`config.mk`:
```
export PLATFORM = sky130hd
export DESIGN_NAME = hamming_neighbor_search
export DESIGN_NICKNAME = d
export VERILOG_FILES = /design/src/hdl/hns_pkg.sv /design/src/hdl/hamming_neighbor_search.sv /design/src/hdl/hns_ctrl.sv /design/src/hdl/hns_datapath.sv
export SDC_FILE = /design/constraint.sdc
export NUM_CORES = 1
export LEC_CHECK = 0
export BUFFER_PORTS_ARGS = -buffer_cell sky130_fd_sc_hd__clkbuf_2
export CORE_MARGIN = 4
export CORE_UTILIZATION = 55
export DETAILED_ROUTE_END_ITERATION = 8
export PLACE_DENSITY = 0.73
export SETUP_SLACK_MARGIN = 0.15
export SLEW_MARGIN = 20
export SYNTH_ARGS = -nofsm -noshare
export SYNTH_HDL_FRONTEND = slang
export SYNTH_HIERARCHICAL = 1
export SYNTH_SLANG_ARGS = --single-unit
```
`constraint.sdc`:
```
create_clock -name clk -period 3.55 [get_ports clk]
set_clock_uncertainty 0.05 [all_clocks]
set_input_delay 0.355 -clock clk [delete_from_list [all_inputs] [get_ports clk]]
set_output_delay 0.355 -clock clk [all_outputs]
set_load 0.01 [all_outputs]
```
`src/hdl/hns_pkg.sv`:
```
`timescale 1ns / 1ps
`default_nettype none
package hns_pkg;

  typedef struct packed {
    logic        func;
    logic [19:0] key;
    logic [5:0]  query_slot;
  } in_t;

  typedef struct packed {
    logic [5:0] neighbor_slot;
    logic       found;
    logic       last;
    logic [1:0] status;
  } out_t;

  localparam logic FUNC_LOAD  = 1'b0;
  localparam logic FUNC_QUERY = 1'b1;

  localparam logic [1:0] STATUS_OK       = 2'd0;
  localparam logic [1:0] STATUS_FULL     = 2'd1;
  localparam logic [1:0] STATUS_BAD_SLOT = 2'd2;

  typedef enum logic [1:0] {
    ST_IDLE,
    ST_CENTRE,
    ST_SCAN,
    ST_DECIDE
  } state_t;

  typedef struct packed {
    logic load;
    logic bad_query;
    logic query_start;
    logic capture;
    logic pass_start;
    logic promote;
    logic emit_mid;
    logic emit_final;
  } cmd_t;

  typedef struct packed {
    logic qs_bad;
    logic pass_done;
    logic best_found;
    logic pend_valid;
    logic out_free;
  } stat_t;

endpackage
`default_nettype wire

```
`src/hdl/hamming_neighbor_search.sv`:
```
// load or rejected query: result in the output register the next cycle
// query: each scan pass reads every loaded slot once from the key table, one per cycle;
// a query takes (hits + 1) passes
// the next item is taken once the previous one has been fully issued
// synchronous active-high reset empties the table and returns to idle
`timescale 1ns / 1ps
`default_nettype none
module hamming_neighbor_search #(
  parameter int KEY_BITS  = 20,
  parameter int MAX_SLOTS = 64
) (
  input  wire logic          clk,
  input  wire logic          rst,
  input  wire logic          in_valid,
  output logic               in_stall,
  input  wire hns_pkg::in_t  in_data,
  output logic               out_valid,
  input  wire logic          out_stall,
  output hns_pkg::out_t      out_data
);

  hns_pkg::cmd_t  cmd;
  hns_pkg::stat_t stat;

  hns_ctrl u_ctrl (
    .clk      (clk),
    .rst      (rst),
    .in_valid (in_valid),
    .in_stall (in_stall),
    .func     (in_data.func),
    .stat     (stat),
    .cmd      (cmd)
  );

  hns_datapath #(
    .KEY_BITS  (KEY_BITS),
    .MAX_SLOTS (MAX_SLOTS)
  ) u_datapath (
    .clk       (clk),
    .rst       (rst),
    .in_data   (in_data),
    .cmd       (cmd),
    .stat      (stat),
    .out_data  (out_data),
    .out_valid (out_valid),
    .out_stall (out_stall)
  );

endmodule
`default_nettype wire

```
`src/hdl/hns_ctrl.sv`:
```
`timescale 1ns / 1ps
`default_nettype none
module hns_ctrl (
  input  wire logic           clk,
  input  wire logic           rst,
  input  wire logic           in_valid,
  output logic                in_stall,
  input  wire logic           func,
  input  wire hns_pkg::stat_t stat,
  output hns_pkg::cmd_t       cmd
);

  hns_pkg::state_t state;
  hns_pkg::state_t state_next;

  always_ff @(posedge clk) begin
    if (rst) begin
      state <= hns_pkg::ST_IDLE;
    end else begin
      state <= state_next;
    end
  end

  always_comb begin
    state_next = state;
    cmd        = '0;
    in_stall   = 1'b1;
    case (state)
      hns_pkg::ST_IDLE: begin
        in_stall = !stat.out_free;
        if (in_valid && stat.out_free) begin
          if (func == hns_pkg::FUNC_LOAD) begin
            cmd.load = 1'b1;
          end else if (stat.qs_bad) begin
            cmd.bad_query = 1'b1;
          end else begin
            cmd.query_start = 1'b1;
            state_next      = hns_pkg::ST_CENTRE;
          end
        end
      end
      hns_pkg::ST_CENTRE: begin
        cmd.capture    = 1'b1;
        cmd.pass_start = 1'b1;
        state_next     = hns_pkg::ST_SCAN;
      end
      hns_pkg::ST_SCAN: begin
        if (stat.pass_done) begin
          state_next = hns_pkg::ST_DECIDE;
        end
      end
      hns_pkg::ST_DECIDE: begin
        if (stat.best_found) begin
          if (!stat.pend_valid) begin
            cmd.promote    = 1'b1;
            cmd.pass_start = 1'b1;
            state_next     = hns_pkg::ST_SCAN;
          end else if (stat.out_free) begin
            cmd.emit_mid   = 1'b1;
            cmd.promote    = 1'b1;
            cmd.pass_start = 1'b1;
            state_next     = hns_pkg::ST_SCAN;
          end
        end else if (stat.out_free) begin
          cmd.emit_final = 1'b1;
          state_next     = hns_pkg::ST_IDLE;
        end
      end
      default: begin
        state_next = hns_pkg::ST_IDLE;
      end
    endcase
  end

endmodule
`default_nettype wire

```
`src/hdl/hns_datapath.sv`:
```
`timescale 1ns / 1ps
`default_nettype none
module hns_datapath #(
  parameter int KEY_BITS  = 20,
  parameter int MAX_SLOTS = 64
) (
  input  wire logic           clk,
  input  wire logic           rst,
  input  wire hns_pkg::in_t   in_data,
  input  wire hns_pkg::cmd_t  cmd,
  output hns_pkg::stat_t      stat,
  output hns_pkg::out_t       out_data,
  output logic                out_valid,
  input  wire logic           out_stall
);

  localparam int SW = $clog2(MAX_SLOTS);
  localparam int CW = $clog2(MAX_SLOTS + 1);
  localparam int IW = $clog2(KEY_BITS);
  localparam int OW = 1 + 2 * IW;

  function automatic logic [IW-1:0] low_idx(input logic [KEY_BITS-1:0] v);
    logic [IW-1:0] r;
    r = '0;
    for (int b = KEY_BITS - 1; b >= 0; b--) begin
      if (v[b]) r = IW'(b);
    end
    return r;
  endfunction

  function automatic logic [IW-1:0] high_idx(input logic [KEY_BITS-1:0] v);
    logic [IW-1:0] r;
    r = '0;
    for (int b = 0; b < KEY_BITS; b++) begin
      if (v[b]) r = IW'(b);
    end
    return r;
  endfunction

  logic [KEY_BITS-1:0] keys [MAX_SLOTS];
  logic [KEY_BITS-1:0] rdata;
  logic [SW-1:0]       raddr;
  logic [CW-1:0]       count;
  logic [KEY_BITS-1:0] centre;

  logic                scanning;
  logic [CW-1:0]       scan_cnt;
  logic                rd_v;
  logic [SW-1:0]       rd_slot;
  logic                ord_v;
  logic [OW-1:0]       ord;
  logic [SW-1:0]       ord_slot;
  logic                best_found;
  logic [OW-1:0]       best_ord;
  logic [SW-1:0]       best_slot;
  logic                have_last;
  logic [OW-1:0]       last_ord;
  logic                pend_valid;
  logic [SW-1:0]       pend_slot;

  logic                full;
  logic                out_free;
  logic [KEY_BITS-1:0] diff;
  logic [KEY_BITS-1:0] diff_low;
  logic                dist_one;
  logic                dist_two;
  logic [OW-1:0]       ord_c;
  logic                take;

  assign full     = (count == CW'(MAX_SLOTS));
  assign out_free = !out_valid || !out_stall;

  assign diff     = rdata ^ centre;
  assign diff_low = diff & (diff - KEY_BITS'(1));
  assign dist_one = (diff != '0) && (diff_low == '0);
  assign dist_two = (diff_low != '0) && ((diff_low & (diff_low - KEY_BITS'(1))) == '0);
  assign ord_c    = {dist_two, ~low_idx(diff), dist_two ? ~high_idx(diff) : {IW{1'b0}}};

  assign take = ord_v && (!have_last || ord > last_ord) && (!best_found || ord <= best_ord);

  always_comb begin
    if (scanning) begin
      raddr = scan_cnt[SW-1:0];
    end else begin
      raddr = in_data.query_slot[SW-1:0];
    end
  end

  assign stat.qs_bad     = 7'(in_data.query_slot) >= 7'(count);
  assign stat.pass_done  = !scanning && !rd_v && !ord_v;
  assign stat.best_found = best_found;
  assign stat.pend_valid = pend_valid;
  assign stat.out_free   = out_free;

  // key table
  always_ff @(posedge clk) begin
    if (cmd.load && !full) begin
      keys[count[SW-1:0]] <= KEY_BITS'(in_data.key);
    end
    rdata <= keys[raddr];
  end

  // scan pipeline
  always_ff @(posedge clk) begin
    if (rst) begin
      count      <= '0;
      scanning   <= 1'b0;
      rd_v       <= 1'b0;
      ord_v      <= 1'b0;
      best_found <= 1'b0;
      have_last  <= 1'b0;
      pend_valid <= 1'b0;
    end else begin
      if (cmd.load && !full) begin
        count <= count + CW'(1);
      end
      rd_v  <= scanning;
      ord_v <= rd_v && (dist_one || dist_two);
      if (take) begin
        best_found <= 1'b1;
      end
      if (scanning && (scan_cnt + CW'(1) == count)) begin
        scanning <= 1'b0;
      end
      if (cmd.capture) begin
        have_last  <= 1'b0;
        pend_valid <= 1'b0;
      end
      if (cmd.promote) begin
        have_last  <= 1'b1;
        pend_valid <= 1'b1;
      end
      if (cmd.emit_final) begin
        pend_valid <= 1'b0;
      end
      if (cmd.pass_start) begin
        scanning   <= 1'b1;
        best_found <= 1'b0;
      end
    end
  end

  always_ff @(posedge clk) begin
    if (cmd.capture) begin
      centre <= rdata;
    end
    if (cmd.pass_start) begin
      scan_cnt <= '0;
    end else if (scanning) begin
      scan_cnt <= scan_cnt + CW'(1);
    end
    rd_slot  <= scan_cnt[SW-1:0];
    ord      <= ord_c;
    ord_slot <= rd_slot;
    if (take) begin
      best_ord  <= ord;
      best_slot <= ord_slot;
    end
    if (cmd.promote) begin
      last_ord  <= best_ord;
      pend_slot <= best_slot;
    end
  end

  // result register
  always_ff @(posedge clk) begin
    if (rst) begin
      out_valid <= 1'b0;
    end else if (cmd.load || cmd.bad_query || cmd.emit_mid || cmd.emit_final) begin
      out_valid <= 1'b1;
    end else if (!out_stall) begin
      out_valid <= 1'b0;
    end
  end

  always_ff @(posedge clk) begin
    if (cmd.load) begin
      out_data <= '{neighbor_slot: '0, found: 1'b0, last: 1'b1,
                    status: full ? hns_pkg::STATUS_FULL : hns_pkg::STATUS_OK};
    end else if (cmd.bad_query) begin
      out_data <= '{neighbor_slot: '0, found: 1'b0, last: 1'b1,
                    status: hns_pkg::STATUS_BAD_SLOT};
    end else if (cmd.emit_mid) begin
      out_data <= '{neighbor_slot: 6'(pend_slot), found: 1'b1, last: 1'b0,
                    status: hns_pkg::STATUS_OK};
    end else if (cmd.emit_final) begin
      out_data <= '{neighbor_slot: pend_valid ? 6'(pend_slot) : 6'd0, found: pend_valid,
                    last: 1'b1, status: hns_pkg::STATUS_OK};
    end
  end

endmodule
`default_nettype wire
```
* Word level (Yosys, flattened, before mapping)
Memories as Yosys holds them, arrays and structs flattened. A register that Yosys moved wholly into a read port is not among the register bits.
Cells that the tools add are included.
** Storage, ports and cells
- Bits in registers :: 110
- Bits in writable memories :: 1280
- Input bits :: 31
- Logic and storage cells :: 166
- Memories :: 1
** Memories
- u_datapath.keys :: words 64, width 20, rd ports 1, clocked after memory_dff 1, wr ports 1, RTL line hns_datapath.sv:40 : logic [KEY_BITS-1:0] keys [MAX_SLOTS];
** Cells by class
- Add/subtract/negate cells :: 4
- Order comparisons :: 3
- Equality and inequality tests :: 12
- Multiplexer cells :: 79
- Bitwise gates (word level) :: 5
- Reduce and logical (&&, ||, !) cells :: 39
** Operators by type and width (count)
- 5-bit 2-to-1 mux :: 24
- 20-bit AND :: 2
- 20-bit logical NOT :: 2
- 20-bit nonzero test :: 2
- 20-bit by 1-bit subtractor with 20-bit output, second input constant :: 2
- 4-bit 2-to-1 mux :: 8
- 2-bit 2-to-1 mux :: 14
- 3-bit 2-to-1 mux :: 9
- 10-bit 2-to-1 mux :: 2
- 20-bit bitwise XOR :: 1
- 1-bit 2-to-1 mux :: 18
- 7-bit by 1-bit adder with 7-bit output, second input constant :: 2
- 6-bit 2-to-1 mux :: 2
- 11-bit greater-than comparator :: 1
- 11-bit less-or-equal comparator :: 1
- 1-bit logical AND :: 10
- 5-bit NOT :: 2
- 1-bit logical NOT :: 9
- 2-bit case mux with 4 select lines :: 1
- 7-bit equality test :: 1
- 7-bit equality test, second input constant :: 1
- 6-bit by 7-bit greater-or-equal comparator with 1-bit output :: 1
- 1-bit logical OR :: 7
- 2-bit != test, second input constant :: 3
- other kinds (11) :: 17

* Depth between registers and ports, before layout
- Word-level depth :: 22
- Gate-level depth with buffers :: 13

* By module
The synthesis kept the hierarchy.
** By module, submodules not included
- hns_datapath :: instances 1, cells each 2798, area an instance 54897.7 µm², seq. area each 41559.9 µm²
- hns_ctrl :: instances 1, cells each 26, area an instance 207.7 µm², seq. area each 40.0 µm²

* Worst setup path after synthesis
No wires, ideal clock.
- Kind :: register to register
- Start :: register u_datapath.best_ord[1]
- End :: register u_datapath.best_ord[0] (enable)
- Setup time :: 0.417 ns
- Arrival time :: 2.913 ns
- Required time :: 3.083 ns
- Setup slack :: 0.169 ns
- Cell stages (with the launch flop) :: 12
- Path buffers :: 0
- Clock period less this slack :: 3.381 ns
- Cell sequence :: edfxtp_1 inv_1 ha_1 nor2b_1 o21a_1 o21a_1 o21a_1 o21ai_0 nand2b_1 a21oi_1 o21ai_0 a21boi_0
** On the way
- Word-level cells in the longest chain between the ends :: 3
** Ends and longest elaborated chain
- start: declaration :: RTL line hns_datapath.sv:54 : logic [OW-1:0] best_ord;
- start signal: assignment :: RTL line hns_datapath.sv:156 : best_ord <= ord;
- 11-bit less-or-equal comparator :: RTL line hns_datapath.sv:79 : assign take = ord_v && (!have_last || ord > last_ord) && (!best_found || ord <= best_ord);
- 1-bit logical OR :: RTL line hns_datapath.sv:79
- 1-bit logical AND :: RTL line hns_datapath.sv:79
- via u_datapath.take :: RTL line hns_datapath.sv:68 : logic take;
The timed path passes the listed nets, and every way through them passes these cells.
A chain may end at the register's enable or synchronous reset.

* Worst setup path after layout
- Start :: register u_datapath.scanning
- End :: register u_datapath.rdata[19] (read register of u_datapath.keys)
** On the way
- Word-level cells in the longest chain between the ends :: 1
** Ends and longest elaborated chain
- start: declaration :: RTL line hns_datapath.sv:46 : logic scanning;
- start signal: assignment :: RTL line hns_datapath.sv:107 : scanning <= 1'b0;
- start signal: assignment :: RTL line hns_datapath.sv:123 : scanning <= 1'b0;
- start signal: assignment :: RTL line hns_datapath.sv:137 : scanning <= 1'b1;
- 6-bit 2-to-1 mux :: RTL line hns_datapath.sv:82 : if (scanning) begin
- end: declaration :: RTL line hns_datapath.sv:41 : logic [KEY_BITS-1:0] rdata;
No other way between the ends.

==> impl.org <==
** Global routing
- Pin count of the biggest net entering global routing :: 81
- GRT Overall Usage :: 25.37%
- Overflow after GRT :: 0
- The via count of the first global-routing pass came to 29,740.
- Number of antenna violations at the first check in global routing :: 1
- The first global-routing pass estimated a little under 200,000 um of wire.

** Synth
- A synthesized cell averages 19.52 sq um.
- Synthesis produced 2,823 cells.
- The synthesized netlist occupies a cell area of 55,090 sq um.
- The number of nets in the synthesized netlist is 2,885.
- Warnings, synthesis :: 6

** Worst setup path
- Nature of the critical path startpoint :: flip-flop
- Data arrival time of the worst path :: roughly 3.9 ns
- The critical path in this run is classified as flip-flop to flip-flop.
- Element type at the critical path end :: flip-flop
- Critical path data required time :: 4.12 ns
- Crit Path Max Fanout :: 17

** Floorplanning
- Rows :: 115
- Num ports :: between 40 and 50
- Once the floorplan was initialized, standard cells occupied 55.73% of the core.
- The core region is between 90,000 and 100,000 sq um.
- The die is 324.5 um tall.
- The die covers 105,300 sq um.
- DIE WIDTH :: 324.5 um

** Power
- After layout, the design draws a total of 36.56 mW.
- Power per unit of standard cell area :: 577.4 nW/um^2
- Leak Pwr :: 20.37 nW
- Maximum vdd drop :: roughly 0.52 mV

** Drt
- The detail route stage leaves a number of antenna-violating nets equal to 0.
- Number of vias per cell :: 6.478
- Via count of the routed design :: 29,120
- Detailed route wirelength on metal2 :: 63,600 um
- Met1 WL :: about 50,000 um
- DRC violation total after the first TritonRoute iteration :: 3,805
- In the routed design, unresolved DRC markers number 0.
- The first detailed-routing pass took 5 iterations.
- Summed over all layers, the routed wires come to between 100,000 and 150,000 um.
- Met3 Wirelength :: between 10,000 and 15,000 um
- The detailed router used layers up to and including met4.
- Dividing the detail-routed wire length by the instance count gives 29.42 um.

** STA
- Max_slew headroom :: 27.85%
- The count of final max-slew check failures was 0.
- FMAX :: approximately 0.30 GHz
- Tcrit/Tclk final :: 93.97%
- Setup tns final :: 0 ns
- Hold violation total from the final report :: 0
- At the pin with the least slew margin, the transition time is around 1.1 ns.
- RSZ-0062 raised after global routing :: true
- Final number of setup-violating endpoints :: 0
- On the final layout, the worst hold slack is a little under 0.07 ns.
- Minimum clock period after layout :: around 3.3 ns
- Setup slack closes at 0.2142 ns.

** Final layout
- The area growth from synthesis to layout is 14.95%.
- The count of cells in the finished layout, fillers not included, comes to between 4,000 and 5,000.
- Most frequent cells in the layout :: 1,336 x sky130_fd_sc_hd__edfxtp_1, 320 x sky130_fd_sc_hd__mux4_2, 209 x sky130_fd_sc_hd__buf_4
- For this run, the post-layout net count is 3,156.
- Share of cells above drive strength 1 :: 27.46%
- Once layout is complete, the utilization of the core stands at between 60% and 70%.
- After routing the design area is 63,330 sq um.
- Most common library cell in the layout ignoring fill and taps :: sky130_fd_sc_hd__edfxtp_1

** Clocking
- CTS placed an instance of sky130_fd_sc_hd__clkbuf_16 at the clock tree root.
- CTS H-tree lvls :: 4
- Buffers inserted during clock tree synthesis total 139.
- Worst-Skew Late Latency :: around 0.76 ns
- The clock passes through at most 3 buffers.
- TritonCTS built the clock tree.
- Clock tree synthesis found a total of 1,410 sinks.
- After clock tree synthesis, the clock-pin slew on the worst setup and hold paths is 0.07 ns.

** Placement
- In this run the tool buffered the top-level ports with 42 buffer cells.
- Placement Setup Slack :: roughly 0.11 ns
- Placed Cells :: 4,228
- At the end of routability-driven placement, the weighted congestion stood at 0.8222.
- Post-detail-place hpwl :: 80,080 um
- Standard cell area after detailed placement :: 58,580 sq um

** Run status
- The run finished with clean final reports.

** Hold path
- Worst Hold Class :: input pin to flip-flop

** Run
- Number of max-capacitance violations reported :: 0
## timing repair
item	4_1_cts	5_1_grt
gates resized for setup	3	9
hold buffers	5	0
cloned	0	0
endpoints found under the setup margin	3	30
setup buffers	0	7
hold endpoints to repair	14	0
## flip-flops by register name, summed over array words and instances, names as in the netlist, 7 cells and up
signal and flops:
u_datapath/ord 11, u_datapath/centre 20, u_datapath/rdata 20, u_datapath/scan_cnt 7, u_datapath/count 7, u_datapath/last_ord 11, u_datapath/best_ord 11, u_datapath/out_data 10
u_datapath/keys 1280
## path summary, 6_finish.rpt
path	start	cells after the start	endpoint	slack [ns]
worst max register to register	u_datapath/scanning$_SDFFE_PP0P_	9	u_datapath/rdata[19]$_DFF_P_	0.21
worst min-delay path	in_valid	4	u_datapath/out_data[2]$_SDFFE_PP1P_	0.07
worst min register to register	u_datapath/rd_slot[2]$_DFF_P_	0	u_datapath/ord_slot[2]$_DFF_P_	0.28
worst max-delay path	u_datapath/scanning$_SDFFE_PP0P_	9	u_datapath/rdata[19]$_DFF_P_	0.21
## final cells by class
class | instances | area (sq um)
inverters | 37 | 138.9
repair buffers | 284 | 2405
clock buffers | 178 | 3697
flip-flops and latches | 1410 | 41600
clock inverters | 77 | 885.9
fillers | 6335 | 35520
diodes | 1 | 2.502
well taps | 1287 | 1610
multi-input cells | 1222 | 12990
## critical path: stages (launching register included)
cell,delay [ns]
sky130_fd_sc_hd__dfxtp_1,0.50
sky130_fd_sc_hd__mux2_8,0.51
sky130_fd_sc_hd__buf_4,0.20
sky130_fd_sc_hd__buf_12,0.16
sky130_fd_sc_hd__buf_12,0.18
sky130_fd_sc_hd__mux4_2,0.46
sky130_fd_sc_hd__a211oi_1,0.51
sky130_fd_sc_hd__a31oi_1,0.09
sky130_fd_sc_hd__a21oi_1,0.39
sky130_fd_sc_hd__a21oi_1,0.12
## where the power goes
group,switching (mW),internal (mW)
clock network,6.16,8.59
logic,1.93,1.31
registers,0.209,18.4
total,8.29,28.3
## metal layers
layer,up-vias,track usage [%]
met1,15180,35.90
met3,240,5.208
met4,0,8.643
met5,-,0
met2,1643,40.15
li1,12070,-
(Power assumes the default switching activity.)
